===== src/rtl/core/sdlp_pkg.sv =====
// package for the long-press switch debouncer
// holds integrator constants, operation codes and the state and result types
// no dependencies
package sdlp_pkg;

	localparam int INTEG_W = 5;
	localparam int TICKS_W = 16;

	localparam logic [INTEG_W-1:0] INTEG_LOW_EDGE  = 5'd2;
	localparam logic [INTEG_W-1:0] INTEG_HIGH_EDGE = 5'd30;
	localparam logic [INTEG_W-1:0] INTEG_MIN       = 5'd1;
	localparam logic [INTEG_W-1:0] INTEG_MAX       = 5'd31;

	localparam logic [TICKS_W-1:0] LIMIT_RESET = 16'd2000;

	// action codes
	localparam logic ACT_TICK = 1'b0;
	localparam logic ACT_READ = 1'b1;

	typedef struct packed {
		logic [INTEG_W-1:0] integ;
		logic               held;
		logic [TICKS_W-1:0] hold_ticks;
		logic               press_flag;
		logic               release_flag;
	} state_t;

	typedef struct packed {
		logic pressed_event;
		logic released_event;
		logic long_press_event;
		logic held;
	} result_t;

endpackage


===== src/rtl/core/sdlp_if.sv =====
// channel interfaces for the long-press switch debouncer
// sample, result and configuration channels, each valid/ready
// no dependencies
interface sdlp_sample_if;
	logic valid;
	logic ready;
	logic action;
	logic raw_level;

	modport source (output valid, output action, output raw_level, input ready);
	modport sink (input valid, input action, input raw_level, output ready);
endinterface

interface sdlp_result_if;
	logic valid;
	logic ready;
	logic pressed_event;
	logic released_event;
	logic long_press_event;
	logic held;

	modport source (output valid, output pressed_event, output released_event,
		output long_press_event, output held, input ready);
	modport sink (input valid, input pressed_event, input released_event,
		input long_press_event, input held, output ready);
endinterface

interface sdlp_cfg_if;
	logic        valid;
	logic        ready;
	logic [15:0] long_press_limit;

	modport source (output valid, output long_press_limit, input ready);
	modport sink (input valid, input long_press_limit, output ready);
endinterface


===== src/rtl/core/sdlp_update.sv =====
// next-state and result logic for one beat of the debouncer
// integrator clamp, event latching, long-press counter and read-clear
// depends on sdlp_pkg
module sdlp_update
	import sdlp_pkg::*;
(
	input  state_t             state_cur,
	input  logic               action,
	input  logic               raw_level,
	input  logic [TICKS_W-1:0] limit,
	output state_t             state_nxt,
	output result_t            result
);

	logic signed [INTEG_W+1:0] step;
	logic [TICKS_W:0]          ticks_inc;
	state_t                    tick_st;
	logic                      longp_cur;

	always_comb begin
		tick_st = state_cur;
		step = $signed({2'b00, state_cur.integ}) +
			(raw_level ? (INTEG_W+2)'(1) : -(INTEG_W+2)'(1));
		if (step < $signed({2'b00, INTEG_LOW_EDGE})) begin
			if (state_cur.integ == INTEG_LOW_EDGE) begin
				tick_st.press_flag = 1'b1;
			end
			tick_st.integ = INTEG_MIN;
			tick_st.held = 1'b1;
		end else if (step > $signed({2'b00, INTEG_HIGH_EDGE})) begin
			if (state_cur.integ == INTEG_HIGH_EDGE) begin
				tick_st.release_flag = 1'b1;
			end
			tick_st.integ = INTEG_MAX;
			tick_st.held = 1'b0;
		end else begin
			tick_st.integ = step[INTEG_W-1:0];
		end

		// counter saturates at the limit, even if the limit was lowered
		ticks_inc = {1'b0, state_cur.hold_ticks} + (TICKS_W+1)'(1);
		if (!tick_st.held) begin
			tick_st.hold_ticks = '0;
		end else if (ticks_inc >= {1'b0, limit}) begin
			tick_st.hold_ticks = limit;
		end else begin
			tick_st.hold_ticks = ticks_inc[TICKS_W-1:0];
		end
	end

	assign longp_cur = (state_cur.hold_ticks >= limit);

	always_comb begin
		state_nxt = state_cur;
		result = '0;
		unique case (action)
			ACT_TICK: begin
				state_nxt = tick_st;
				result.pressed_event = tick_st.press_flag;
				result.released_event = tick_st.release_flag;
				result.long_press_event = (tick_st.hold_ticks >= limit);
				result.held = tick_st.held;
			end
			ACT_READ: begin
				result.pressed_event = state_cur.press_flag;
				result.released_event = state_cur.release_flag;
				result.long_press_event = longp_cur;
				result.held = state_cur.held;
				state_nxt.press_flag = 1'b0;
				state_nxt.release_flag = 1'b0;
				if (longp_cur) begin
					state_nxt.hold_ticks = '0;
				end
			end
			default: begin
				state_nxt = state_cur;
			end
		endcase
	end

endmodule


===== src/rtl/core/switch_debouncer_long_press.sv =====
// Integrating debouncer for an active-low switch with press, release and long-press
// events. Each sample beat is either a tick carrying the raw pin level or a read that
// returns the sticky flags and clears them. A beat is taken every cycle unless input
// ready is low; its result passes through the input register, then the result register,
// and the whole state update is combinational between them. Input ready drops only while
// the input register is full and the result register holds a beat not yet taken.
// The long-press limit is written over the configuration channel, which is always
// ready; it resets to 2000 ticks.
module switch_debouncer_long_press
	import sdlp_pkg::*;
(
	input  logic          clk,
	input  logic          arst_n,
	sdlp_sample_if.sink   sample_ch,
	sdlp_result_if.source result_ch,
	sdlp_cfg_if.sink      cfg_ch
);

	logic               valid_s1;
	logic               action_s1;
	logic               raw_level_s1;
	logic               valid_s2;
	result_t            result_s2;
	state_t             state_q;
	logic [TICKS_W-1:0] limit_q;

	state_t             state_d;
	result_t            result_d;
	logic               advance;

	assign advance = valid_s1 && (!valid_s2 || result_ch.ready);
	assign sample_ch.ready = !valid_s1 || advance;
	assign cfg_ch.ready = 1'b1;

	sdlp_update u_update (
		.state_cur (state_q),
		.action    (action_s1),
		.raw_level (raw_level_s1),
		.limit     (limit_q),
		.state_nxt (state_d),
		.result    (result_d)
	);

	always_ff @(posedge clk or negedge arst_n) begin
		if (!arst_n) begin
			valid_s1 <= 1'b0;
			valid_s2 <= 1'b0;
			state_q <= '0;
			limit_q <= LIMIT_RESET;
		end else begin
			if (sample_ch.valid && sample_ch.ready) begin
				valid_s1 <= 1'b1;
			end else if (advance) begin
				valid_s1 <= 1'b0;
			end
			if (advance) begin
				valid_s2 <= 1'b1;
				state_q <= state_d;
			end else if (result_ch.ready) begin
				valid_s2 <= 1'b0;
			end
			if (cfg_ch.valid) begin
				limit_q <= cfg_ch.long_press_limit;
			end
		end
	end

	// payload registers
	always_ff @(posedge clk) begin
		if (sample_ch.valid && sample_ch.ready) begin
			action_s1 <= sample_ch.action;
			raw_level_s1 <= sample_ch.raw_level;
		end
		if (advance) begin
			result_s2 <= result_d;
		end
	end

	assign result_ch.valid = valid_s2;
	assign result_ch.pressed_event = result_s2.pressed_event;
	assign result_ch.released_event = result_s2.released_event;
	assign result_ch.long_press_event = result_s2.long_press_event;
	assign result_ch.held = result_s2.held;

endmodule


===== src/flat_wrapper.sv =====
// flat-port wrapper written by rule: the top's interface ports become plain ports
module switch_debouncer_long_press_flat import sdlp_pkg::*;
  (clk, arst_n, sample_ch_valid, sample_ch_action, sample_ch_raw_level, sample_ch_ready, result_ch_valid, result_ch_pressed_event, result_ch_released_event, result_ch_long_press_event, result_ch_held, result_ch_ready, cfg_ch_valid, cfg_ch_long_press_limit, cfg_ch_ready);
  sdlp_sample_if sample_ch_i ();
  sdlp_result_if result_ch_i ();
  sdlp_cfg_if cfg_ch_i ();
  input  logic clk;
  input  logic arst_n;
  input wire logic [$bits(sample_ch_i.valid)-1:0] sample_ch_valid;
  input wire logic [$bits(sample_ch_i.action)-1:0] sample_ch_action;
  input wire logic [$bits(sample_ch_i.raw_level)-1:0] sample_ch_raw_level;
  output wire logic [$bits(sample_ch_i.ready)-1:0] sample_ch_ready;
  output wire logic [$bits(result_ch_i.valid)-1:0] result_ch_valid;
  output wire logic [$bits(result_ch_i.pressed_event)-1:0] result_ch_pressed_event;
  output wire logic [$bits(result_ch_i.released_event)-1:0] result_ch_released_event;
  output wire logic [$bits(result_ch_i.long_press_event)-1:0] result_ch_long_press_event;
  output wire logic [$bits(result_ch_i.held)-1:0] result_ch_held;
  input wire logic [$bits(result_ch_i.ready)-1:0] result_ch_ready;
  input wire logic [$bits(cfg_ch_i.valid)-1:0] cfg_ch_valid;
  input wire logic [$bits(cfg_ch_i.long_press_limit)-1:0] cfg_ch_long_press_limit;
  output wire logic [$bits(cfg_ch_i.ready)-1:0] cfg_ch_ready;
  assign sample_ch_i.valid = sample_ch_valid;
  assign sample_ch_i.action = sample_ch_action;
  assign sample_ch_i.raw_level = sample_ch_raw_level;
  assign sample_ch_ready = sample_ch_i.ready;
  assign result_ch_valid = result_ch_i.valid;
  assign result_ch_pressed_event = result_ch_i.pressed_event;
  assign result_ch_released_event = result_ch_i.released_event;
  assign result_ch_long_press_event = result_ch_i.long_press_event;
  assign result_ch_held = result_ch_i.held;
  assign result_ch_i.ready = result_ch_ready;
  assign cfg_ch_i.valid = cfg_ch_valid;
  assign cfg_ch_i.long_press_limit = cfg_ch_long_press_limit;
  assign cfg_ch_ready = cfg_ch_i.ready;
  switch_debouncer_long_press u_core (.clk(clk), .arst_n(arst_n), .sample_ch(sample_ch_i), .result_ch(result_ch_i), .cfg_ch(cfg_ch_i));
endmodule

===== config.mk =====
export PLATFORM = sky130hd
export DESIGN_NAME = switch_debouncer_long_press_flat
export DESIGN_NICKNAME = d
export VERILOG_FILES = /design/src/rtl/core/sdlp_pkg.sv /design/src/rtl/core/sdlp_if.sv /design/src/rtl/core/sdlp_update.sv /design/src/rtl/core/switch_debouncer_long_press.sv /design/src/flat_wrapper.sv
export SDC_FILE = /design/constraint.sdc
export NUM_CORES = 1
export LEC_CHECK = 0
export BUFFER_PORTS_ARGS = -buffer_cell sky130_fd_sc_hd__buf_2
export CAP_MARGIN = 10
export CORE_ASPECT_RATIO = 1.25
export CORE_MARGIN = 1
export CORE_UTILIZATION = 62
export CTS_CLUSTER_SIZE = 8
export DETAILED_ROUTE_END_ITERATION = 12
export PLACE_DENSITY = 0.82
export SYNTH_ARGS = -nofsm -noshare
export SYNTH_HDL_FRONTEND = slang
export SYNTH_HIERARCHICAL = 1
export SYNTH_SLANG_ARGS = --single-unit
export TNS_END_PERCENT = 30

===== constraint.sdc =====
create_clock -name clk -period 6.3 [get_ports clk]
set_input_delay 0.63 -clock clk [delete_from_list [all_inputs] [get_ports clk]]
set_output_delay 0.63 -clock clk [all_outputs]
set_load 0.01 [all_outputs]

* Word level (Yosys, flattened, before mapping)
Index checks and enable logic that the tools add are counted.
** Word-level totals
- Register bits :: 48
** Operators by class
- Reduce and logical (&&, ||, !) cells :: 10
- Muxes and demuxes :: 18
- Add/subtract/negate cells :: 2
- $lt $le $gt $ge :: 5
- Bitwise gates (word level) :: 1
- Equal/unequal tests :: 3
** Operators with widths (count)
- $mux W16 :: 3
- $pmux W18 S2 :: 1
- $ge A16 B16 Y1 :: 2
- $add A16 B1 Y17 const B :: 1
- $ge A17 B16 Y1 :: 1
- $mux W1 :: 10
- $pmux W4 S2 :: 1
- $add A6 B7 Y7 :: 1
- $gt A7 B6 Y1 const B :: 1
- $lt A7 B3 Y1 const B :: 1
- $mux W7 :: 1
- $mux W6 :: 1
- $eq A5 B2 Y1 const B :: 1
- $eq A5 B5 Y1 const B :: 1
- $mux W5 :: 1
- $reduce_and A2 Y1 :: 2
- $reduce_bool A2 Y1 :: 2
- $logic_and A1 B1 Y1 :: 2
- $logic_not A1 Y1 :: 2
- $logic_or A1 B1 Y1 :: 2
- $ne A2 B2 Y1 const B :: 1
- $not A1 Y1 :: 1

* Longest topological paths before layout
- Depth after elaboration :: 8
- Depth in mapped cells :: 23
- Gate-level depth less buffers :: 22

* By module
The synthesis kept the hierarchy.
** By module, submodules not included
- sdlp_update :: cells an instance 319, area an instance 2349.8 sq um, seq. area each 0.0 sq um, times used 1
- switch_debouncer_long_press :: cells an instance 101, area an instance 1861.8 sq um, seq. area each 1238.7 sq um, times used 1

* Worst setup path after synthesis
OpenSTA, ideal clock, no wires.
- Kind :: reg-to-reg
- From :: register u_core/state_q[2] in the netlist's numbering
- To :: register u_core.result_s2, in the netlist u_core/result_ch.long_press_event, data pin
- Setup slack :: 1.460 ns
- Buffers on the path :: 1
- Arrival :: 4.568 ns
- Clock period less this slack :: 4.840 ns
- Stages on the path, launching flop included :: 24
- Setup time :: 0.272 ns
- Cell sequence :: dfrtp_1 > ha_1 > nand3_1 > nor2_1 > and2_1 > nand3_1 > xnor2_1 > ha_1 > and4_1 > nand4_1 > or4_1 > o21ai_0 > a2111oi_4 > buf_4 > mux2i_1 > nor2_1 > ha_1 > a21o_1 > a21o_1 > a21o_1 > a21oi_1 > nor2_1 > a2111oi_0 > a21oi_1
** RTL lines
- from (decl) :: RTL line switch_debouncer_long_press.sv:24 : state_t state_q;
- from (signal assigned) :: RTL line switch_debouncer_long_press.sv:58 : state_q <= state_d;
- to (signal assigned) :: RTL line switch_debouncer_long_press.sv:75 : result_s2 <= result_d;
- to (decl) :: RTL line switch_debouncer_long_press.sv:23 : result_t result_s2;

==> flow_summary.toml <==
[power]
power.density_nw_per_um2 = 270
p_sw_mw = 0.474
max-vdd-ir-drop_mv = 0.235
p_clk_frac = 0.217
p_int_mw = 0.744
cellLeakagePower_nw = 2.37
swShare = 0.389
combPwrFrac = 0.442
power.total_mw = 1.22
power_frac_seq = 0.341

[critical_path]
slowest_stage = "a2111oi_4"
crit_required_ns = 6.34
end_kind = "flop"
critPathKind = "reg2reg"
critical_path_arrival_ns = 5.54
cp_max_fo = 10
crit_buf_inv = 0
path_cells = "ha_1 > nand3_1 > nor2_1 > and2_1 > nand3_1 > xnor2_1 > ha_1 > and4_1 > nand4_1 > or4_1 > o21ai_0 > a2111oi_4 > mux2i_1 > nor2_1 > ha_1 > a21o_1 > a21o_1 > a21o_1 > a21oi_1 > nor2_1 > a2111oi_0 > a21oi_1"
max_stage_delay_ns = 0.84
cpLargestDelayFamily = "compound AO/OA/AOI/OAI gates"
cp-start-kind = "flop"

[global_routing]
grt_antenna_before_repair = 0
overflow = 0
track_usage = 0.301
grt_max_degree = 43
grt_pass1_vias = 3470
grt_pass1_wl_um = 16000

[sta]
hold_violations = 0
hold_slack_ns = 0.449
period_minus_slack_ns = 5.50
rsz0062_at_grt = "false"
setup_tns_ns = 0
fin_worst_skew_ns = 0.00511
max_slew_margin = 0.199
finalSetupViolations = 0
drv_slew = 0
setup_slack_ns = 0.800
max_freq_mhz = 182
fin_crit_sh = 0.873
worst_slew_pin_slew_ns = 1.19

[yosys]
synth_area_leaders = "dfrtp_1, ha_1, mux2_4"
ys_types = 57
yosysWarnings = 6
synth_top_area_frac = 0.214
synth_nets = 498
yosys.area.top_type = "dfrtp_1"
async_reset_ff_frac = 0.875
synth-edff-count = 6
synth_ff_type = "dfrtp_1"
synthCells = 420
syn_area_sq_um = 4210
seq_area_frac_synth = 0.294
syn_area_per_cell_sq_um = 10.0
ys_seq_elements = 48

[detailed_routing]
maxUsedRoutingLayer = "met4"
route.met2.wl_um = 4900
drt_iter0_drc = 207
drc = 0
routedWlPerCell_um = 18.2
avgViaCountPerCell = 6.33
ant_nets = 0
met1Wirelength_um = 4060
drt_pass1_iterations = 5
wl_met3_um = 425
vias = 3363
postRouteWirelength_um = 9690

[placed_design]
dp.final_hpwl_um = 7230
placed_cell_area_sq_um = 4380
pre_cts_ws_ns = 0.923
place.gp.congestion = 0.903
portBuffers = 28

[cts]
clkSlewWorstSetupHoldPaths_ns = 0.09
cts_resized = 0
cts_buffers = 5
h-tree-depth = 2
clock_path_buffers = 2
cts_tree = "yes"
postCtsSetupBuffers = 0
cts.sinks = 48
root_buffer = "clkbuf_8"
clk_latency_ns = 0.30
hold_buffers = 0

[cells_and_area]
stdcell_area_sq_um = 4510
areaGrowthSynthToFinish_pct = 7.10
layout_commonest_cell = "ha_1"
final_nets = 521
drive_gt1_frac = 0.223
fill_cells = 495
mostFrequentLayoutCells = "ha_1, nor2_1, dfrtp_1, buf_2, inv_1"
antennaDiodeCount = 0

[floorplan]
start_util = 0.642
core_sq_um = 6570
die_h_um = 94.1
die_x_um = 75.7
die-area_sq_um = 7130
rows = 33
ioPinCount = 30

[run_status]
status = "finished, final reports clean"

[worst_hold_path]
hp-class = "in2async"

[job]
drv_cap = 0
[worst paths after layout]
kind / startpoint / end / cells after the start / slack (ns)
hold / removal: arst_n / u_core/state_q[7] / 1 / 0.45
max in group asynchronous: arst_n / u_core/limit_q[1] / 1 / 5.26
setup / recovery: u_core/state_q[2] / u_core/result_ch.long_press_event / 22 / 0.80
setup reg to reg: u_core/state_q[2] / u_core/result_ch.long_press_event / 22 / 0.80
hold reg to reg: u_core/state_q[1] / u_core/state_q[1] / 1 / 0.52
min in group clk: sample_ch_action / u_core/action_s1 / 1 / 0.50
[logic make-up (layout without fill, tap and decap cells)]
kind of cell | count (synthesis) | after routing | share of synthesized area
other | 1 | 1 | 0.000890
AND/OR/NAND/NOR | 112 | 112 | 0.136
multiplexers | 61 | 61 | 0.174
buffers and inverters | 43 | 67 | 0.0499
XOR/XNOR | 13 | 13 | 0.0270
flip-flops | 48 | 48 | 0.294
adder cells (fa/ha/maj) | 55 | 55 | 0.165
AO/OA/AOI/OAI | 87 | 87 | 0.152
[routing by layer]
metal,vias to the layer above,track usage
li1,1589,-
met1,1638,0.362
met2,105,0.499
met3,31,0.0612
met4,0,0.153
met5,-,0
[through the flow]
step	utilization	cells
after floorplan	-	420
after global placement	0.667	523
after detailed placement	0.667	523
after CTS	0.687	531
after global routing	0.687	531
final	0.687	531
[state kept, by name (all words and copies together) (netlist names)]
register                           flops
u_core/result_ch.released_event        1
u_core/state_q                        24
u_core/result_ch.held                  1
u_core/result_ch.long_press_event      1
u_core/raw_level_s1                    1
u_core/limit_q                        16
u_core/action_s1                       1
u_core/result_ch.pressed_event         1
u_core/valid_s1                        1
u_core/result_ch.valid                 1
[power groups by stage]
stage | clock, mW | combinational, mW | sequential, mW
after detailed placement | 0 | 0.523 | 0.422
after floorplan | 0 | 0.418 | 0.405
after global routing | 0.282 | 0.591 | 0.423
final | 0.265 | 0.538 | 0.416
after global placement | 0 | 0.506 | 0.418
after CTS | 0.271 | 0.529 | 0.416
[worst register-to-register path, cell delays in order (launching register included)]
cell       delay, ns
dfrtp_1         0.46
ha_1            0.22
nand3_1         0.15
nor2_1          0.23
and2_1          0.20
nand3_1         0.11
xnor2_1         0.22
ha_1            0.27
and4_1          0.23
nand4_1         0.11
or4_1           0.11
o21ai_0         0.13
a2111oi_4       0.84
mux2i_1         0.27
nor2_1          0.06
ha_1            0.31
a21o_1          0.19
a21o_1          0.18
a21o_1          0.17
a21oi_1         0.19
nor2_1          0.08
a2111oi_0       0.40
a21oi_1         0.11
[synth_stat cells (all sizes together), types with 2 or more instances]
| library cell | instances |
|---|---|
| xor2 | 7 |
| o2111ai | 5 |
| nor2b | 5 |
| clkbuf | 3 |
| nand2b | 6 |
| and3 | 4 |
| a21oi | 20 |
| edfxtp | 6 |
| or2 | 5 |
| or4 | 2 |
| o22ai | 2 |
| mux2i | 20 |
| nand2 | 13 |
| o21ai | 13 |
| nor3 | 6 |
| o21bai | 2 |
| nand3b | 2 |
| xnor2 | 6 |
| dfstp | 6 |
| buf | 12 |
| and2 | 7 |
| ha | 54 |
| nand4 | 7 |
| a21o | 12 |
| nand3 | 14 |
| o211ai | 6 |
| mux2 | 41 |
| inv | 28 |
| nor2 | 38 |
| o2bb2ai | 10 |
| dfrtp | 36 |
| a211oi | 4 |
| a2111oi | 4 |
[final cells by class]
type / count / area, sq um / share of cell area
multi-input combinational: 329 / 2760 / 0.612
sequential: 48 / 1240 / 0.275
timing repair buffer: 31 / 163 / 0.0361
tap: 87 / 109 / 0.0241
inverter: 28 / 105 / 0.0233
clock buffer: 6 / 72.6 / 0.0161
clock inverter: 2 / 60.1 / 0.0133
Note: power is estimated with default switching activity, not from simulation.
